$ cat config.mk
export PLATFORM = sky130hd
export DESIGN_NAME = ordered_list_append_delete_flat
export DESIGN_NICKNAME = d
export VERILOG_FILES = /design/src/design/olad_pkg.sv /design/src/design/olad_if.sv /design/src/design/olad_cell.sv /design/src/design/ordered_list_append_delete.sv /design/src/flat_wrapper.sv
export VERILOG_INCLUDE_DIRS = /design/src /design/src/design
export SDC_FILE = /design/constraint.sdc
export NUM_CORES = 1
export LEC_CHECK = 0
export BUFFER_PORTS_ARGS = -buffer_cell sky130_fd_sc_hd__buf_2
export CORE_UTILIZATION = 56
export DETAILED_ROUTE_END_ITERATION = 8
export PLACE_DENSITY = 0.73
export SYNTH_ARGS = -nofsm -noshare
export SYNTH_HDL_FRONTEND = slang
export SYNTH_SLANG_ARGS = --single-unit
$ cat constraint.sdc
create_clock -name clk_i -period 5.1 [get_ports clk_i]
set_input_delay 0.51 -clock clk_i [delete_from_list [all_inputs] [get_ports clk_i]]
set_output_delay 0.51 -clock clk_i [all_outputs]
set_load 0.1 [all_outputs]
$ cat src/design/assert_macros.svh
// assertion helpers for the design files
`ifndef ASSERT_MACROS_SVH
`define ASSERT_MACROS_SVH

// check that holds at every clock edge outside reset
`define OLAD_ASSERT(name, cond, msg) \
  name: assert property (@(posedge clk_i) disable iff (!rst_ni) (cond)) else $error(msg);

// check of a sequence property (implication) outside reset
`define OLAD_ASSERT_SEQ(name, prop, msg) \
  name: assert property (@(posedge clk_i) disable iff (!rst_ni) prop) else $error(msg);

`endif

$ cat src/design/olad_pkg.sv
package olad_pkg;

  localparam int unsigned DepthDef = 16;
  localparam int unsigned DataW    = 32;
  localparam int unsigned OpW      = 2;
  localparam int unsigned StatusW  = 3;

  typedef enum logic [OpW-1:0] {
    OP_APPEND = 2'd0,
    OP_DELETE = 2'd1,
    OP_DUMP   = 2'd2
  } op_e;

  typedef enum logic [StatusW-1:0] {
    STAT_APPENDED = 3'd0,
    STAT_FULL     = 3'd1,
    STAT_DELETED  = 3'd2,
    STAT_NOTFOUND = 3'd3,
    STAT_ENTRY    = 3'd4,
    STAT_EMPTY    = 3'd5
  } status_e;

  typedef enum logic [1:0] {
    CMD_NONE,
    CMD_APPEND,
    CMD_DELETE,
    CMD_ROTATE
  } cell_cmd_e;

  typedef enum logic {
    ST_IDLE,
    ST_DUMP
  } state_e;

  typedef struct packed {
    cell_cmd_e               cmd;
    logic signed [DataW-1:0] key;
  } cell_ctrl_t;

endpackage

$ cat src/design/olad_if.sv
interface olad_req_if;
  logic                             valid;
  logic                             ready;
  logic [olad_pkg::OpW-1:0]         opcode;
  logic signed [olad_pkg::DataW-1:0] value;

  modport source (output valid, output opcode, output value, input ready);
  modport sink   (input valid, input opcode, input value, output ready);
endinterface

interface olad_res_if;
  logic                              valid;
  logic                              ready;
  logic [olad_pkg::StatusW-1:0]      status;
  logic signed [olad_pkg::DataW-1:0] value_res;
  logic                              last;

  modport source (output valid, output status, output value_res, output last, input ready);
  modport sink   (input valid, input status, input value_res, input last, output ready);
endinterface

$ cat src/design/olad_cell.sv
module olad_cell #(
  parameter int unsigned Depth = olad_pkg::DepthDef,
  parameter int unsigned Index = 0,
  localparam int unsigned CntW = $clog2(Depth + 1)
) (
  input  logic                              clk_i,
  input  olad_pkg::cell_ctrl_t              ctrl_i,
  input  logic [CntW-1:0]                   count_i,
  input  logic signed [olad_pkg::DataW-1:0] next_i,
  input  logic signed [olad_pkg::DataW-1:0] head_i,
  input  logic                              found_i,
  output logic                              found_o,
  output logic signed [olad_pkg::DataW-1:0] entry_o
);
  import olad_pkg::*;

  localparam logic [CntW-1:0] MyIdx = CntW'(Index);

  logic signed [DataW-1:0] entry_q, entry_d;
  logic                    valid, hit;

  assign valid   = MyIdx < count_i;
  assign hit     = valid && (entry_q == ctrl_i.key);
  assign found_o = found_i || hit;
  assign entry_o = entry_q;

  always_comb begin
    entry_d = entry_q;
    case (ctrl_i.cmd)
      CMD_APPEND: begin
        if (MyIdx == count_i) entry_d = ctrl_i.key;
      end
      // close the gap: everything from the first match onward moves toward the head
      CMD_DELETE: begin
        if (found_i || hit) entry_d = next_i;
      end
      // tail slot takes the head so the list comes back after a full pass
      CMD_ROTATE: begin
        if (MyIdx == count_i - CntW'(1)) entry_d = head_i;
        else                             entry_d = next_i;
      end
      default: entry_d = entry_q;
    endcase
  end

  always_ff @(posedge clk_i) begin
    entry_q <= entry_d;
  end

endmodule

$ cat src/design/ordered_list_append_delete.sv
// ordered list of up to Depth signed 32-bit values, head to tail, held in a
// row of cells. append (opcode 0) writes the value into the cell just past the
// tail; delete (opcode 1) compares every cell at once, the first match from the
// head and every cell behind it take their neighbor's value in the same cycle,
// so order is kept. both give one result, status plus the echoed value; a
// new request is taken every cycle while the result slot drains. dump (opcode
// 2) streams the list from the head, one entry per cycle while the result
// slot drains, by rotating the row one place toward the head for each entry,
// and no request is taken until the last entry has been loaded into the
// result slot. an empty dump gives a single empty result with value 0.
// opcode 3 is taken and dropped with no result. the list needs no clearing
// after reset; the fill count, dump state and result valid are reset.
`include "assert_macros.svh"

module ordered_list_append_delete #(
  parameter int unsigned Depth = olad_pkg::DepthDef
) (
  input  logic       clk_i,
  input  logic       rst_ni,
  olad_req_if.sink   req_i,
  olad_res_if.source res_o
);
  import olad_pkg::*;

  localparam int unsigned CntW = $clog2(Depth + 1);
  localparam logic [CntW-1:0] FullCnt = CntW'(Depth);

  // control state
  state_e          state_q, state_d;
  logic [CntW-1:0] count_q, count_d;
  logic [CntW-1:0] remain_q, remain_d;   // dump entries still to send

  // result slot
  logic                    res_valid_q, res_valid_d;
  status_e                 res_status_q, res_status_d;
  logic signed [DataW-1:0] res_value_q, res_value_d;
  logic                    res_last_q, res_last_d;

  // cell row
  cell_ctrl_t              ctrl;
  logic signed [DataW-1:0] entry [Depth];
  logic [Depth:0]          found;

  logic res_free, req_take;

  assign found[0] = 1'b0;

  for (genvar i = 0; i < Depth; i++) begin : g_cell
    logic signed [DataW-1:0] next_val;
    if (i == Depth - 1) begin : g_tail
      assign next_val = entry[i];
    end else begin : g_mid
      assign next_val = entry[i+1];
    end

    olad_cell #(
      .Depth (Depth),
      .Index (i)
    ) u_cell (
      .clk_i   (clk_i),
      .ctrl_i  (ctrl),
      .count_i (count_q),
      .next_i  (next_val),
      .head_i  (entry[0]),
      .found_i (found[i]),
      .found_o (found[i+1]),
      .entry_o (entry[i])
    );
  end

  // slot can take a new result when empty or being drained this cycle
  assign res_free    = !res_valid_q || res_o.ready;
  assign req_i.ready = (state_q == ST_IDLE) && res_free;
  assign req_take    = req_i.valid && req_i.ready;

  always_comb begin
    state_d      = state_q;
    count_d      = count_q;
    remain_d     = remain_q;
    res_valid_d  = res_valid_q && !res_o.ready;
    res_status_d = res_status_q;
    res_value_d  = res_value_q;
    res_last_d   = res_last_q;
    ctrl.cmd     = CMD_NONE;
    ctrl.key     = req_i.value;

    case (state_q)
      ST_IDLE: begin
        if (req_take) begin
          case (req_i.opcode)
            OP_APPEND: begin
              res_valid_d = 1'b1;
              res_value_d = req_i.value;
              res_last_d  = 1'b1;
              if (count_q == FullCnt) begin
                res_status_d = STAT_FULL;
              end else begin
                res_status_d = STAT_APPENDED;
                ctrl.cmd     = CMD_APPEND;
                count_d      = count_q + CntW'(1);
              end
            end
            OP_DELETE: begin
              // cells only move when a match exists
              ctrl.cmd    = CMD_DELETE;
              res_valid_d = 1'b1;
              res_value_d = req_i.value;
              res_last_d  = 1'b1;
              if (found[Depth]) begin
                res_status_d = STAT_DELETED;
                count_d      = count_q - CntW'(1);
              end else begin
                res_status_d = STAT_NOTFOUND;
              end
            end
            OP_DUMP: begin
              if (count_q == '0) begin
                res_valid_d  = 1'b1;
                res_status_d = STAT_EMPTY;
                res_value_d  = '0;
                res_last_d   = 1'b1;
              end else begin
                state_d  = ST_DUMP;
                remain_d = count_q;
              end
            end
            default: ;  // unused opcode, dropped
          endcase
        end
      end
      ST_DUMP: begin
        // head goes out, row rotates so the next entry sits at the head
        if (res_free) begin
          ctrl.cmd     = CMD_ROTATE;
          res_valid_d  = 1'b1;
          res_status_d = STAT_ENTRY;
          res_value_d  = entry[0];
          res_last_d   = (remain_q == CntW'(1));
          remain_d     = remain_q - CntW'(1);
          if (remain_q == CntW'(1)) state_d = ST_IDLE;
        end
      end
      default: state_d = ST_IDLE;
    endcase
  end

  always_ff @(posedge clk_i or negedge rst_ni) begin
    if (!rst_ni) begin
      state_q     <= ST_IDLE;
      count_q     <= '0;
      remain_q    <= '0;
      res_valid_q <= 1'b0;
    end else begin
      state_q     <= state_d;
      count_q     <= count_d;
      remain_q    <= remain_d;
      res_valid_q <= res_valid_d;
    end
  end

  always_ff @(posedge clk_i) begin
    res_status_q <= res_status_d;
    res_value_q  <= res_value_d;
    res_last_q   <= res_last_d;
  end

  assign res_o.valid     = res_valid_q;
  assign res_o.status    = res_status_q;
  assign res_o.value_res = res_value_q;
  assign res_o.last      = res_last_q;

  // fill count never passes the row length
  `OLAD_ASSERT(a_count_range, count_q <= FullCnt, "list count beyond depth")
  // list size is frozen while a dump streams out
  `OLAD_ASSERT_SEQ(a_dump_count_stable, (state_q == ST_DUMP |=> $stable(count_q)), "count changed during dump")
  // a dump always covers at least one entry still to send
  `OLAD_ASSERT(a_dump_remain, state_q != ST_DUMP || (remain_q != '0 && remain_q <= count_q), "dump counter out of range")
  // leaving the dump state must coincide with loading the final entry
  `OLAD_ASSERT_SEQ(a_dump_end_last, (state_q == ST_DUMP ##1 state_q == ST_IDLE |-> res_valid_q && res_last_q && res_status_q == STAT_ENTRY), "dump ended without final entry")

endmodule
$ cat src/flat_wrapper.sv
// flat-port wrapper written by rule: the top's interface ports become plain ports
module ordered_list_append_delete_flat import olad_pkg::*;
#(
  parameter int unsigned Depth = olad_pkg::DepthDef
)
  (clk_i, rst_ni, req_i_valid, req_i_opcode, req_i_value, req_i_ready, res_o_valid, res_o_status, res_o_value_res, res_o_last, res_o_ready);
  olad_req_if req_i_i ();
  olad_res_if res_o_i ();
  input  logic clk_i;
  input  logic rst_ni;
  input wire logic [$bits(req_i_i.valid)-1:0] req_i_valid;
  input wire logic [$bits(req_i_i.opcode)-1:0] req_i_opcode;
  input wire logic [$bits(req_i_i.value)-1:0] req_i_value;
  output wire logic [$bits(req_i_i.ready)-1:0] req_i_ready;
  output wire logic [$bits(res_o_i.valid)-1:0] res_o_valid;
  output wire logic [$bits(res_o_i.status)-1:0] res_o_status;
  output wire logic [$bits(res_o_i.value_res)-1:0] res_o_value_res;
  output wire logic [$bits(res_o_i.last)-1:0] res_o_last;
  input wire logic [$bits(res_o_i.ready)-1:0] res_o_ready;
  assign req_i_i.valid = req_i_valid;
  assign req_i_i.opcode = req_i_opcode;
  assign req_i_i.value = req_i_value;
  assign req_i_ready = req_i_i.ready;
  assign res_o_valid = res_o_i.valid;
  assign res_o_status = res_o_i.status;
  assign res_o_value_res = res_o_i.value_res;
  assign res_o_last = res_o_i.last;
  assign res_o_i.ready = res_o_ready;
  ordered_list_append_delete #(.Depth(Depth)) u_core (.clk_i(clk_i), .rst_ni(rst_ni), .req_i(req_i_i), .res_o(res_o_i));
endmodule
==> results of run 1 <==
## sequential cells by signal, indices dropped and copies added, names as in the netlist
| signal | cells |
|---|---|
| u_core.res_o.valid | 1 |
| u_core.state_q | 1 |
| u_core.res_o.status | 3 |
| u_core.remain_q | 5 |
| u_core.res_o.value_res | 32 |
| u_core.res_o.last | 1 |
| u_core.count_q | 5 |
| u_core.g_cell.u_cell.entry_o | 512 |
## cells by family (layout without fill, tap and decap cells)
kind of cell	count (synthesis)	after routing
compound gates	626	626
xor+xnor	517	517
fa+ha+maj	13	13
buf+inv	293	347
flops	560	560
mux	36	36
simple gates	390	390
## through the flow
| step | power, uW | hold WS [ps] | std cells | setup WS (ps) | util, % |
|---|---|---|---|---|---|
| 6_report | 26300 | 209 | 3185 | 671 | 63.2 |
| 5_1_grt | 27000 | 225 | 3185 | 605 | 63.2 |
| 4_1_cts | 25900 | 183 | 3185 | 825 | 63.2 |
| 3_5_place_dp | 21600 | 407 | 3073 | 907 | 59.7 |
| 3_3_place_gp | 21300 | 399 | 3073 | 874 | 59.7 |
| 2_1_floorplan | 17400 | 214 | 2435 | 255 | - |
## cells in the mapped netlist (3+ instances only)
master	count	share of area (%)
edfxtp_1	548	53
a221o_1	435	14
xor2_1	351	10
clkbuf_1	195	2.4
xnor2_1	166	4.7
nor4_1	89	1.8
nor2_1	59	0.72
nand2_1	58	0.71
buf_2	56	0.91
nand4_1	54	1.1
o21ai_0	48	0.78
a21oi_1	46	0.75
a21o_1	35	0.85
nand2b_1	34	0.69
nor2b_1	34	0.69
mux2_2	32	1.2
nand3_1	25	0.41
nor3_1	21	0.34
buf_1	19	0.23
ha_1	13	0.53
a22oi_1	12	0.29
dfrtp_1	12	0.98
inv_1	12	0.15
o21bai_1	12	0.29
buf_6	7	0.26
a31oi_1	6	0.12
and2_1	5	0.10
buf_4	4	0.098
mux2i_1	4	0.13
a2111oi_0	3	0.085
and3_1	3	0.061
o21a_1	3	0.073
or4_1	3	0.073
## final timing paths
kind	start	endpoint	slack [ps]	cells past startpoint
min in group asynchronous	rst_ni	u_core.remain_q[0]	270	2
worst max-delay path	u_core.count_q[0]	u_core.g_cell[9].u_cell.entry_o[12]	670	8
max in group asynchronous	rst_ni	u_core.state_q	4590	2
worst min register to register	u_core.remain_q[0]	u_core.remain_q[0]	570	1
worst min-delay path	req_i_valid	u_core.res_o.valid	210	3
worst max register to register	u_core.count_q[0]	u_core.g_cell[9].u_cell.entry_o[12]	670	8
## critical path, stage by stage (launching register included)
cell and delay (ps):
dfrtp_1 700, inv_1 260, ha_1 480, nand3_1 210, a21o_1 240, nand2_1 230, nor4_1 780, a21oi_1 290
a21oi_4 820
## power by group
| group | leakage, uW | switching [uW] | internal, uW |
|---|---|---|---|
| Combinational | 0.00576 | 7850 | 3790 |
| Clock | 0.000929 | 1910 | 2400 |
| Sequential | 0.00550 | 1730 | 8600 |
## layout make-up
class	count	share of cell area (%)
Sequential cell	560	49.1
Multi-Input combinational cell	1582	38.3
Clock buffer	73	4.63
Timing Repair Buffer	224	4.46
Tap cell	696	2.55
Clock inverter	38	0.894
Inverter	12	0.132
## what timing repair did
item,4_1_cts,5_1_grt
endpoints found under the hold margin,12,0
setup buffers,0,0
gates resized for setup,0,0
hold buffers,1,0
## layer usage
layer  global-route usage, %  share of wire (%)  vias to the layer above
met1                    50.5                 36                    11800
met5                       0                  0                        -
met2                    61.6                 46                     1831
li1                        -                  -                     9620
met3                    5.89                 11                      328
met4                    25.5                7.3                        0
==> summary.txt, run 1 <==
Yosys
  • Cell area after synthesis: 30800 um2
  • Post-synthesis mux area share: 1.30%
  • Synthesized netlist net count: 2486
  • Average cell area after synthesis: 12.6 um2
  • Seq cells post-synth: 560
  • Post-synthesis share of cell area spent on full adders, half adders and majority gates: 0.528%
  • Count of yosys warnings during synthesis: 0
  • Instance count of the mapped netlist: 2435
  • Async SR Flop Fraction: 2.14%
  • Dominant combinational cell family by area after synthesis: compound AO/OA/AOI/OAI gates
  • Xor/xnor cell area share of the yosys netlist: 14.7%
  • Sequential element share of the synthesized area: 54.4%
  • Top_reg_cell synth: edfxtp_1
  • Compound-Gate Fraction of Synth Area: 18.2%
  • Post-synth EDFFs: 548
  • Post-Synth Simple-Gate Area: 6.81%
  • Number of distinct library cells after synthesis: 57

Worst setup path
  • Largest fanout of any net on the critical path: 32
  • Startpoint kind of the worst setup timing path: register
  • Data arrival at the endpoint of the critical path: 4690 ps
  • Worst setup path category: register to register
  • Endpoint class of the critical path: register
  • Required arrival time at the worst endpoint: 5360 ps

Cells and area
  • Footprint of the multi-input gates: 13100 um2
  • Post-layout instance area: 34100 um2
  • Most frequent cells in the layout: edfxtp_1, a221o_1, xor2_1
  • Total number of nets in the final design: 2491
  • Area growth, synth to finish: 10.9%
  • Most frequent standard cell in the layout excluding fill and tap cells: edfxtp_1
  • FF/Latch Area: 16800 um2
  • Layout cells sized above 1: 16.2%
  • Ant diodes: 0
  • Count of filler cells inserted in the layout: 4148

GRT
  • Via count of the first global-routing pass: 22600
  • Antenna violations before repair: 3
  • GR Overflow Total: 0
  • Wire length of the first global-routing pass: 159000 um
  • Combined global-route utilization of all metal layers: 39.1%
  • Largest net degree at the start of global routing: 80

Pwr
  • Leakage Power: 0.0122 uW
  • Pwr/cell area: 770 nW/um2
  • Maximum ir drop on the vdd rail: 0.578 mV

Placement
  • Placed standard-cell area: 32200 um2
  • Detail Placement HPWL: 81000 um
  • Number of port buffers: 75
  • Gp weighted congestion: 1.03

Floorplanning
  • Die Y-Extent: 236 um
  • X dimension of the die: 236 um
  • Number of placement rows: 85
  • Standard cell core area: 54000 um2
  • Overall die area: 55900 um2
  • Io pins: 76
  • Starting density of the core: 57.0%

Clocking
  • Clock root buffer: clkbuf_16
  • Number of levels in the clock H-tree: 2
  • Maximum clock insertion buffer count: 3
  • Number of CTS-inserted buffers: 60
  • Clock latency of the later-clocked register in the worst-skew pair: 650 ps
  • Clock-pin slew reported for the worst setup and hold paths after clock tree synthesis: 60 ps
  • Clock tree from TritonCTS: yes
  • Count of clock tree sinks: 560

Drt
  • DRC marker count from the first detailed-route iteration: 3921
  • Router iterations before antenna repair: 6
  • Vias post-DR: 23500
  • Count of nets left with antenna violations after detail routing: 0
  • Vias per Instance: 7.39
  • Routed length per placed instance: 34.7 um
  • Post-route DRC violation count: 0
  • Final Routed Wirelength: 110000 um

Timing
  • Tightest Pin Transition: 1300 ps
  • Hold Violations, Final: 0
  • Unrepaired setup endpoints after global routing: false
  • Final clock period utilization by the worst path: 86.8%
  • Final critical path time including I/O delays and setup: 4430 ps
  • Worst rel slew slack: 12.8%
  • Count of endpoints failing setup in the final report: 0
  • Max frequency: 226 MHz
  • Worst-case clock skew: 28.0 ps
  • Max Transition Viols Final: 0
  • Setup_tns: 0 ps

Status
  • Outcome: finished, final reports clean

Min path
  • Worst hold path type: input port to register

Job
  • Max-cap violations: 0
(Power assumes the default switching activity.)
==> run 2: changes to the inputs <==
--- a/config.mk
+++ b/config.mk
@@ -7,9 +7,12 @@
 export NUM_CORES = 1
 export LEC_CHECK = 0
 export BUFFER_PORTS_ARGS = -buffer_cell sky130_fd_sc_hd__buf_2
-export CORE_UTILIZATION = 56
+export CELL_PAD_IN_SITES_DETAIL_PLACEMENT = 1
+export CELL_PAD_IN_SITES_GLOBAL_PLACEMENT = 2
+export CORE_UTILIZATION = 45
 export DETAILED_ROUTE_END_ITERATION = 8
-export PLACE_DENSITY = 0.73
+export GPL_ROUTABILITY_DRIVEN = 0
+export PLACE_DENSITY_LB_ADDON = 0.1
 export SYNTH_ARGS = -nofsm -noshare
 export SYNTH_HDL_FRONTEND = slang
 export SYNTH_SLANG_ARGS = --single-unit
==> run 2 against run 1 <==
- critical path depth grew 1
- sequential power is 5% higher
- core utilization decreased by 12 points
- critical endpoint is now u_core.g_cell[6].u_cell.entry_o[27]
- largest cell class unchanged
- register-to-register slack got worse by 250 ps
- clock skew is 2.5 ps lower
- clock power increased by 11%
- final area rose by 1.3%
==> summary.txt, run 2 (same netlist as run 1, synthesis figures left out) <==
Status
  • Outcome: finished, final reports clean

Clocking
  • Number of levels in the clock H-tree: 3 (+1)
  • Count of instances resized after the clock tree is built: 0 (unchanged)
  • Number of CTS-inserted buffers: 67 (+12%)
  • Post-CTS Repair Setup Buffers: 0 (unchanged)
  • Count of clock tree sinks: 560 (unchanged)
  • Clock tree from TritonCTS: yes
  • Clock latency of the later-clocked register in the worst-skew pair: 610 ps (-40 ps)
  • Clock-pin slew reported for the worst setup and hold paths after clock tree synthesis: 60 ps (about the same)
  • Maximum clock insertion buffer count: 3 (unchanged)
  • Clock root buffer: clkbuf_16

Worst setup path
  • Count of buffering cells on the critical path with inverters included: 1 (unchanged)
  • Worst-path cell with the longest stage delay: edfxtp_1
  • Max stage delay on crit path: 970 ps (+150 ps)
  • Endpoint class of the critical path: register
  • Data arrival at the endpoint of the critical path: 4930 ps (+240 ps)
  • Worst setup path category: register to register
  • Gate family responsible for the most delay along the worst path: compound AO/OA/AOI/OAI gates
  • Startpoint kind of the worst setup timing path: register
  • Required arrival time at the worst endpoint: 5350 ps (about the same)
  • Largest fanout of any net on the critical path: 32 (unchanged)
  • Ordered cell list for the critical path: xor2_1 -> nor4_1 -> nand3_1 -> a2111oi_0 -> a41oi_1 -> and3_1 -> and2_1 -> a21oi_4 -> buf_4

Timing
  • Max frequency: 214 MHz (-5.3%)
  • Max Transition Viols Final: 0 (unchanged)
  • Tightest Pin Transition: 1270 ps (-30.9 ps)
  • Hold Violations, Final: 0 (unchanged)
  • Final clock period utilization by the worst path: 91.7% (+4.9 points)
  • Setup_tns: 0 ps (unchanged)
  • Unrepaired setup endpoints after global routing: false
  • Worst rel slew slack: 14.5% (+1.7 points)
  • Final critical path time including I/O delays and setup: 4680 ps (+249 ps)
  • Worst-case clock skew: 25.6 ps (-2.47 ps)
  • Count of endpoints failing setup in the final report: 0 (unchanged)

Pwr
  • Combinational group share of total power: 42.9% (-1.4 points)
  • Maximum ir drop on the vdd rail: 0.417 mV (-28%)
  • Leakage Power: 0.0123 uW (+0.65%)
  • Switching component of the power: 12000 uW (+4.4%)
  • Part of the power in registers: 39.5% (+0.2 points)
  • Clock network fraction of total power: 17.6% (+1.2 points)
  • Switching fraction of total power: 44.1% (+0.41 points)
  • Pwr/cell area: 787 nW/um2 (+2.1%)
  • P_int: 15200 uW (+2.7%)

Drt
  • Router iterations before antenna repair: 6 (unchanged)
  • Count of nets left with antenna violations after detail routing: 0 (unchanged)
  • Final Routed Wirelength: 123000 um (+11%)
  • DRC marker count from the first detailed-route iteration: 2914 (-26%)
  • Vias post-DR: 23000 (-2.1%)
  • Vias per Instance: 6.86 (-7.1%)
  • Routed length per placed instance: 36.6 um (+5.5%)
  • Post-route DRC violation count: 0 (unchanged)

Floorplanning
  • Starting density of the core: 45.7% (-11 points)
  • Number of placement rows: 95 (+12%)
  • Overall die area: 69500 um2 (+24%)
  • Io pins: 76 (unchanged)
  • Standard cell core area: 67400 um2 (+25%)
  • Die Y-Extent: 264 um (+11%)
  • X dimension of the die: 264 um (+11%)

Cells and area
  • Flip-flop count of the largest register, all copies and words added: 512 (unchanged)
  • FF/Latch Area: 16800 um2 (unchanged)
  • Fin util: 51.3% (-12 points)
  • Footprint of the multi-input gates: 13100 um2 (about the same)
  • Most frequent standard cell in the layout excluding fill and tap cells: edfxtp_1
  • Post-route non-filler standard cell count: 3357 (+5.4%)
  • Total number of nets in the final design: 2487 (-0.16%)
  • Layout cells sized above 1: 15.8% (-0.40 points)
  • Post-layout instance area: 34600 um2 (+1.3%)
  • Most frequent cells in the layout: edfxtp_1, a221o_1, xor2_1
  • Area growth, synth to finish: 12.3%
  • Count of filler cells inserted in the layout: 6677 (+61%)

GRT
  • Largest net degree at the start of global routing: 80 (unchanged)
  • Antenna violations before repair: 3 (unchanged)
  • Wire length of the first global-routing pass: 174000 um (+10%)
  • Via count of the first global-routing pass: 23200 (+2.7%)
  • GR Overflow Total: 0 (unchanged)
  • Combined global-route utilization of all metal layers: 34.9% (-4.1 points)

Placement
  • Number of port buffers: 75 (unchanged)
  • Detail Placement HPWL: 90600 um (+12%)
  • Cell Count Post-Placement: 3239 (+5.4%)
  • Placed standard-cell area: 32500 um2 (+0.68%)

Min path
  • Worst hold path type: input port to register

Job
  • Max-cap violations: 0 (unchanged)
run 2: metrics by stage:
step	power, uW	hold slack [ps]	worst slack, ps
floorplan	17400	214	255
global placement	21900	401	560
detailed placement	22200	404	455
CTS	27000	229	534
global route	28000	269	281
finish	27200	238	422
run 2: worst reg2reg max path, stage by stage, from the launching register on:
cell and delay [ps]:
edfxtp_1 970, xor2_1 190, nor4_1 400, nand3_1 230
a2111oi_0 970, a41oi_1 370, and3_1 430, and2_1 240
a21oi_4 130, buf_4 380
run 2: power groups by stage:
stage                     Sequential, uW  Clock [uW]  Combinational [uW]
after floorplan                    10900           0                6570
after global placement             10600           0               11300
after detailed placement           10700           0               11500
after CTS                          10700        4800               11500
after global routing               10900        4950               12100
final                              10800        4780               11700
run 2: final timing paths:
check                                                     from                             endpoint  slack, ps  cells after the start
setup reg to reg           u_core.g_cell[0].u_cell.entry_o[10]  u_core.g_cell[6].u_cell.entry_o[27]        420                      9
max in group asynchronous                               rst_ni                       u_core.state_q       4530                      2
setup / recovery           u_core.g_cell[0].u_cell.entry_o[10]  u_core.g_cell[6].u_cell.entry_o[27]        420                      9
hold reg to reg                             u_core.remain_q[0]                   u_core.remain_q[0]        570                      1
hold / removal                                     req_i_valid                   u_core.res_o.valid        240                      3
min in group asynchronous                               rst_ni                   u_core.remain_q[1]        320                      2
run 2: what timing repair did:
item | CTS | global route
setup endpoints to repair | 0 | 0
hold buffers | 1 | 0
endpoints found under the hold margin | 12 | 0
run 2: area by class of cell:
cell class	count	area share [%]
well taps	873	3.16
multi-input cells	1582	37.8
inverters	12	0.130
repair buffers	213	4.38
flip-flops and latches	560	48.5
diodes	1	0.00724
clock inverters	30	0.763
clock buffers	86	5.30
run 2: per-layer routing:
metal	wire length (um)	vias to the layer above	share of wire (%)	GRT usage (%)
met4	8550	0	7.0	21.7
met5	0	-	0	0
met1	48600	11900	40	45.4
met2	56800	1245	46	55.8
li1	-	9604	-	-
met3	8780	268	7.2	4.15
